[config.mk]
export PLATFORM = sky130hd
export DESIGN_NAME = mi3_merge
export DESIGN_NICKNAME = d
export VERILOG_FILES = /design/src/rtl/mi3_pkg.sv /design/src/rtl/mi3_merge.sv
export SDC_FILE = /design/constraint.sdc
export NUM_CORES = 1
export LEC_CHECK = 0
export ABC_AREA = 1
export BUFFER_PORTS_ARGS = -buffer_cell sky130_fd_sc_hd__buf_4
export CORE_MARGIN = 8
export CORE_UTILIZATION = 42
export CTS_CLUSTER_SIZE = 40
export DETAILED_ROUTE_END_ITERATION = 10
export HOLD_SLACK_MARGIN = 0.06
export PLACE_DENSITY = 0.65
export SLEW_MARGIN = 25
export SYNTH_ARGS = -nofsm -noshare
export SYNTH_HDL_FRONTEND = slang
export SYNTH_SLANG_ARGS = --single-unit
[constraint.sdc]
create_clock -name clk -period 3.4 [get_ports clk]
set_input_delay 0.34 -clock clk [delete_from_list [all_inputs] [get_ports clk]]
set_output_delay 0.34 -clock clk [all_outputs]
set_load 0.02 [all_outputs]
[src/rtl/mi3_pkg.sv]
// Shared types, widths and cofactor tables for the 3x3 adjugate matrix inverse.
// Used by every module under rtl/; depends on nothing.
package mi3_pkg;

	localparam int DW = 32;                  // element width
	localparam int FB = 16;                  // fraction bits
	localparam int PW = 2 * DW;              // element product
	localparam int CW = 2 * DW + 1;          // 2x2 cofactor
	localparam int DETW = DW + CW + 2;       // determinant, three terms
	localparam int NUMW0 = (CW + 2 * FB > DETW) ? CW + 2 * FB : DETW;
	localparam int NW = NUMW0 + 1;           // divider numerator / remainder
	localparam int DVW = NW + DW;            // shifted divisor compare width
	localparam int QB = DW;                  // quotient bits before saturation
	localparam int NLANE = 9;
	localparam int NRES = NLANE + 1;         // nine inverse elements plus determinant
	localparam int DET_IDX = NLANE;

	typedef logic signed [DW-1:0] elem_t;

	// Element indexes (row-major) for cofactor k = a[0]*a[1] - a[2]*a[3]
	localparam int COF_IDX [9][4] = '{
		'{4, 8, 5, 7}, '{3, 8, 5, 6}, '{3, 7, 4, 6},
		'{1, 8, 2, 7}, '{0, 8, 2, 6}, '{0, 7, 1, 6},
		'{1, 5, 2, 4}, '{0, 5, 2, 3}, '{0, 4, 1, 3}
	};
	// Cofactors that carry a minus sign (checkerboard)
	localparam logic [8:0] COF_NEG = 9'b010101010;

	// Magnitude result ready for saturation in the merge stage
	typedef struct packed {
		logic [DW-1:0] quot;
		logic          big;
		logic          neg;
	} lane_res_t;

endpackage

[src/rtl/mi3_merge.sv]
// Merge stage: saturate and sign all ten results, gather overflow, apply singular.
// Depends on mi3_pkg.
module mi3_merge (
	input  logic                   clk,
	input  logic                   advance,
	input  mi3_pkg::lane_res_t     res [mi3_pkg::NRES],
	input  logic                   sing,
	output logic [mi3_pkg::DW-1:0] val_q [mi3_pkg::NRES],
	output logic                   sing_q,
	output logic                   ovf_q
);

	localparam logic [mi3_pkg::DW-1:0] HALF = mi3_pkg::DW'(1) << (mi3_pkg::DW - 1);

	logic [mi3_pkg::DW-1:0] lim [mi3_pkg::NRES];
	logic [mi3_pkg::DW-1:0] mag [mi3_pkg::NRES];
	logic [mi3_pkg::DW-1:0] sgn [mi3_pkg::NRES];
	logic [mi3_pkg::NRES-1:0] sat;

	always_comb begin
		for (int e = 0; e < mi3_pkg::NRES; e++) begin
			lim[e] = res[e].neg ? HALF : HALF - 1'b1;
			sat[e] = res[e].big || (res[e].quot > lim[e]);
			mag[e] = sat[e] ? lim[e] : res[e].quot;
			sgn[e] = res[e].neg ? (~mag[e] + 1'b1) : mag[e];
		end
	end

	always_ff @(posedge clk) begin
		if (advance) begin
			for (int e = 0; e < mi3_pkg::NRES; e++) begin
				val_q[e] <= sing ? '0 : sgn[e];
			end
			sing_q <= sing;
			ovf_q  <= !sing && (|sat);
		end
	end

	// a singular result carries no overflow
	a_sing_no_ovf: assert property (@(posedge clk) sing_q |-> !ovf_q)
		else $error("overflow flagged on a singular result");
	a_sing_zero: assert property (@(posedge clk)
		$past(advance) && $past(sing) |-> val_q[mi3_pkg::DET_IDX] == '0 && val_q[0] == '0)
		else $error("singular result not zeroed");
	a_sat_ovf: assert property (@(posedge clk)
		$past(advance) && !$past(sing) && $past(res[mi3_pkg::DET_IDX].big) |-> ovf_q)
		else $error("determinant saturation lost its overflow flag");

endmodule

==> results of run 1 <==
synth_stat cells, drive strengths merged:
master,n
clkinv,10
buf,95
nor3b,8
clkbuf,74
a21oi,263
nand3b,15
ha,330
or2,2
a31oi,86
a211oi,2
and2,2
o211a,8
a41oi,1
edfxtp,322
o31ai,1
o21a,16
nand3,636
nand4,102
nand2,1191
a311oi,10
nor4,6
o21bai,14
nor3,31
and3,8
o311ai,9
inv,347
a21o,12
nor2,661
o21ai,238
o211ai,20
area by class of cell:
class | instances | area, um^2
fillers | 7364 | 32500
flip-flops and latches | 322 | 9670
repair buffers | 1197 | 9340
clock inverters | 24 | 292
multi-input cells | 3672 | 19900
inverters | 357 | 1350
well taps | 978 | 1220
diodes | 18 | 45.0
clock buffers | 52 | 1150
per-stage QoR:
step	util	area (um^2)	hold slack, ns	setup slack [ns]
2_1_floorplan	-	31800	0.439	0.00423
3_3_place_gp	0.549	41400	0.681	-0.134
3_5_place_dp	0.549	41400	0.682	-0.164
4_1_cts	0.568	42900	0.0630	0.448
5_1_grt	0.569	42900	0.0836	0.0691
6_report	0.569	42900	0.107	0.399
registers in the layout, indices dropped and copies added, names as in the netlist:
| signal | count |
|---|---|
| sing_q | 1 |
| val_q | 320 |
| ovf_q | 1 |
how the worst max path moves through the flow:
stage                                          end  depth (start not counted)
after floorplan           val_q[152]$_SDFFCE_PP0P_                         23
after global placement     val_q[88]$_SDFFCE_PP0P_                         21
after detailed placement   val_q[88]$_SDFFCE_PP0P_                         21
after CTS                  val_q[88]$_SDFFCE_PP0P_                         21
after global routing      val_q[286]$_SDFFCE_PP0P_                         21
final                     val_q[281]$_SDFFCE_PP0P_                         21
kinds of logic after synthesis:
kind of cell,count (synthesis),synth area share
simple gates,2662,0.372
compound gates,680,0.123
buf+inv,526,0.0704
fa+ha+maj,330,0.130
flops,322,0.304
report_power, final:
part | internal, mW | switching, mW
logic | 2.55 | 3.77
clock network | 2.87 | 1.82
registers | 4.87 | 0.188
layer usage:
metal / global-route usage / vias up
met4: 0.107 / 20
li1: - / 17800
met1: 0.352 / 16400
met3: 0.0654 / 248
met5: 0 / -
met2: 0.471 / 1249
==> metrics.cfg, run 1 <==
[outcome]
outcome=completed

[route]
wl_mm=124
routed.top_layer=met5
vias_per_cell=5.39
firstDrtPassIters=6
num_vias=35700
wire_per_inst_um=18.8
drc=0
route.met2.wl_mm=57.8
ant_nets=0
met3WireLength_mm=10.2
drtIter0Drc=2971
wl_met1_mm=51.1

[timing]
rsz0062_at_grt=false
finalSetupViolations=0
fin_crit_sh=0.883
tns_ns=0
tightest_slew_ns=0.683
finalMaxSlewViolations=0
slew_headroom=0.545
fmax_mhz=333
fin_crit_ns=3.00
finalHoldViolCount=0

[critical_path]
crit_path_start=res[272]
worstSetupEndpointType=register
worstSetupPathType=in -> reg
cp_data_required_time_ns=3.71
worstPathMaxFanout=13
slowest_delay_ns=0.33
crit_slowest_cell=ha_1
setup.worst_path.start_class=input pin
critPathTopFamily=simple AND/OR/NAND/NOR gates
path_cells=buf_4 -> inv_1 -> ha_1 -> nand2_1 -> nor2_1 -> nand2_1 -> nor4_4 -> nand2_1 -> nand2_2 -> nand2_4 -> buf_4 -> nand3_1 -> nand3_1 -> nor2_1 -> nand2_1 -> nand2_1 -> nand2_1 -> inv_1 -> nand4_1 -> nand2_1 -> nor2_1
worst-path-buf-inv=4
arrival_ns=3.31
cpMostUsedCell=nand2_1

[final_layout]
final-instance-count-excl-fill=6620
final_cell_mix=buf_4 (1,168), nand2_1 (1,140), nor2_1 (625), nand3_1 (605), inv_1 (337)
layout.nets=6265
syn_to_final_growth_pct=35.2
drive_above_1_share=0.253
layout_commonest_cell=buf_4

[synthesis]
ys_types=52
synth_seq_cells=322
synthCells=4520
syn-num-nets=5193
netlist.top_cell.by_area=edfxtp_1
synth_area_per_cell_um2=7.03
synth_area_um2=31800
synth_top_area_share=0.304
yosysSeqAreaShare=0.304
synth.top_cells.by_area=edfxtp_1 (30%), nand2_1 (13%), ha_1 (13%)
ys_warn_count=0

[grt]
grt_max_degree=73
antenna_found_initial=29
grt_pass1_wl_mm=193
grt_overflow=0
first_global_vias=33900
grt.total_usage=0.282

[die]
die_area_um2=84700
core_um2=75400
die_h_um=291
initial_core_util=0.421
die_x_um=291
io_pins=665
rows=101

[clock_network]
cts_made_buffers=42
hold_buffers=0
path_clk_slew_ns=0.06
cts_resized=0
cts.sinks=322
h-tree-depth=2
cts_setup_buffers=0
cts_tree=yes
clk_path_buf_depth=3
cts_root_buf=clkbuf_16

[min_path]
hold_start=res[108]
hold_class=in -> reg
hold_end=val_q[100]$_SDFFCE_PP0P_
whs_path_depth=2

[job]
maxCapViolations=0

[pwr]
finalPower_mw=16.1
vdd_drop_max_mv=0.361
p_per_area_nw_per_um2=374
p_leak_nw=21.8

[place]
place_inst=6526
gp_congestion=0.977
dp_hpwl_mm=102
portBuffers=664

No activity file was read; power rests on OpenSTA's default activity.
==> run 2, diff against run 1 <==
ABC_AREA = default   (was 1)
PLACE_DENSITY = 0.66   (was 0.65)
==> run 2 against run 1 <==
The run now ends with setup timing left. Sequential share of layout area down 1.9 points. Combinational power down 8.2%. Clock power up 0.9%. Count of clock-buffer cells in the layout unchanged.
==> metrics.cfg, run 2 <==
[place]
place_inst=5574  ; -15%
gp_congestion=0.951  ; -2.6%
portBuffers=664  ; unchanged
dp_hpwl_mm=96.1  ; -5.9%

[pwr]
p_leak_nw=19.4  ; -11%
vdd_drop_max_mv=0.379  ; +4.9%
p_per_area_nw_per_um2=332  ; -11%

[clock_network]
cts.sinks=322  ; unchanged
path_clk_slew_ns=0.05  ; about the same
cts_made_buffers=44  ; +4.8%
cts_root_buf=clkbuf_16
clk_path_buf_depth=3  ; unchanged
cts_tree=yes
hold_buffers=0  ; unchanged
h-tree-depth=2  ; unchanged

[final_layout]
largest_register_ffs=320  ; unchanged
layout.nets=5465  ; -13%
layout_commonest_cell=buf_4
final_cell_mix=buf_4 (1,399), a21oi_1 (340), edfxtp_1 (322), nor2_1 (315), nand2_1 (289)
largest_registers=val_q (320), ovf_q (1), sing_q (1)
fill_cells=5600  ; -24%
drive_above_1_share=0.430  ; +0.177
regMostFlops=val_q
syn_to_final_growth_pct=58.1
final-instance-count-excl-fill=5790  ; -13%

[min_path]
hold_class=in -> reg

[synthesis]
synth_area_um2=29600  ; -6.6%
synth.top_cells.by_area=edfxtp_1 (33%), ha_1 (14%), a21oi_1 (6.4%)
synthFlopType=edfxtp_1
ys_types=87  ; +67%
ys_warn_count=0  ; unchanged
synthCells=3451  ; -24%
synth_area_per_cell_um2=8.59  ; +22%
synth_seq_cells=322  ; unchanged
synth-edff-count=322  ; unchanged
yosysMostFrequentCell=a21oi_1
netlist.top_cell.by_area=edfxtp_1
syn-num-nets=4124  ; -21%
yosysSeqAreaShare=0.326  ; +0.0216
ys_async_sr_fraction=0  ; unchanged
synth_top_area_share=0.326  ; +0.0216
synth_common_cells=a21oi_1 (378), ha_1 (330), nor2_1 (328)

[critical_path]
crit_slowest_cell=or4_4
worstSetupPathType=in -> reg
worstSetupEndpointType=register
cp_data_required_time_ns=3.80  ; +0.09 ns
arrival_ns=4.44  ; +1.13 ns
worstPathMaxFanout=5  ; -8
critPathTopFamily=simple AND/OR/NAND/NOR gates
setup.worst_path.start_class=input pin
slowest_delay_ns=0.53  ; +0.20 ns
cpMostUsedCell=or3_4
worst-path-buf-inv=3  ; -1
path_cells=buf_16 -> buf_8 -> ha_4 -> nand4_1 -> or4_4 -> nor3b_4 -> a21oi_2 -> a21o_4 -> o21ai_4 -> ha_2 -> or3b_4 -> or3_4 -> or3_4 -> nor2_4 -> nand2_2 -> o211ai_4 -> buf_6 -> a31oi_4 -> a311oi_2

[grt]
grt_pass1_wl_mm=189  ; -2.2%
first_global_vias=32500  ; -4.1%
grt_max_degree=97  ; +33%
grt.total_usage=0.299  ; +0.0175
antenna_found_initial=32  ; +10%
grt_overflow=0  ; unchanged

[route]
wire_per_inst_um=22.2  ; +18%
ant_nets=0  ; unchanged
drc=0  ; unchanged
firstDrtPassIters=6  ; unchanged
wl_mm=129  ; +3.5%
num_vias=34500  ; -3.2%
vias_per_cell=5.97  ; +11%
drtIter0Drc=3210  ; +8.0%

[timing]
fmax_mhz=247  ; -26%
worst_hold_slack_ns=0.142  ; +0.0349 ns
tightest_slew_ns=1.04  ; +0.358 ns
rsz0062_at_grt=true
slew_headroom=0.300  ; -0.245
fin_ws_ns=-0.643  ; -1.04 ns
fin_crit_sh=1.19  ; +0.307
finalSetupViolations=40  ; +40
finalHoldViolCount=0  ; unchanged
fin_crit_ns=4.04  ; +1.04 ns
finalMaxSlewViolations=0  ; unchanged

[die]
core_um2=69900  ; -7.3%
io_pins=665  ; unchanged
die_area_um2=79400  ; -6.3%
die_h_um=282  ; -3.2%
die_x_um=282  ; -3.2%
initial_core_util=0.424  ; +0.00320
rows=97  ; -4.0%

[outcome]
violations=setup timing
outcome=finished with violations

[job]
maxCapViolations=0  ; unchanged

[run 2: cell types whose count changed after synthesis, moves of 66 or more]
cell | previous run | this run
nor2_1 | 625 | 328
a31oi_1 | 86 | 17
mux2_2 | 0 | 82
nand3_1 | 605 | 83
clkbuf_1 | 74 | 179
a221oi_1 | 0 | 79
nor4_1 | 2 | 68
o21ai_0 | 211 | 286
nand2_1 | 1140 | 315
inv_1 | 338 | 61
a21oi_1 | 250 | 378
nor3_1 | 28 | 151
[run 2: cell type report]
type / instances / area [um^2] / share of cell area
inverters: 65 / 348 / 0.00742
diodes: 25 / 62.6 / 0.00133
clock buffers: 52 / 1170 / 0.0250
multi-input cells: 2870 / 22000 / 0.470
clock inverters: 27 / 270 / 0.00577
well taps: 940 / 1180 / 0.0251
repair buffers: 1489 / 12100 / 0.259
flip-flops and latches: 322 / 9670 / 0.206
[run 2: cell families (layout without fill, tap and decap cells)]
| family | count (synthesis) | after routing | synth area share |
|---|---|---|---|
| AO/OA/AOI/OAI | 1112 | 1112 | 0.235 |
| other | 0 | 25 | 0 |
| flip-flops | 322 | 322 | 0.326 |
| AND/OR/NAND/NOR | 1275 | 1275 | 0.212 |
| buffers and inverters | 259 | 1633 | 0.0333 |
| adder cells (fa/ha/maj) | 330 | 330 | 0.139 |
| multiplexers | 141 | 141 | 0.0511 |
| XOR/XNOR | 12 | 12 | 0.00354 |
[run 2: what timing repair did]
item | 4_1_cts | 5_1_grt
resized for setup | 208 | 236
setup endpoints to repair | 62 | 80
buffers inserted | 62 | 47
pin swaps | 103 | 148
gates cloned | 14 | 4
[run 2: per-layer routing]
metal / share of wire / GRT usage / vias to the layer above
li1: - / - / 16200
met1: 0.40 / 0.376 / 16500
met2: 0.46 / 0.484 / 1546
met3: 0.082 / 0.0644 / 345
met4: 0.057 / 0.149 / 14
met5: 0.00074 / 0 / -
[run 2: metrics by stage]
stage	TNS (ns)	power, mW	setup slack (ns)	util	area (um^2)
floorplan	-48.12	7.55	-1.51	-	31100
global placement	-78.46	10.1	-1.30	0.595	41600
detailed placement	-85.59	10.2	-1.41	0.595	41600
CTS	-7.88	15.3	-0.484	0.645	45100
global route	-16.96	16.2	-0.782	0.670	46900
finish	-11.20	15.6	-0.643	0.670	46900
[run 2: final timing paths]
| check | from | cells past startpoint | end |
|---|---|---|---|
| worst max-delay path | res[204] | 19 | val_q[216]$_SDFFCE_PP0P_ |
| worst min-delay path | res[6] | 2 | val_q[4]$_SDFFCE_PP0P_ |
[run 2: power by group]
part           internal, mW  switching [mW]  leakage, nW
Combinational          2.63            3.17         15.6
Sequential             4.84           0.180         3.11
Clock                  2.78            1.95        0.703
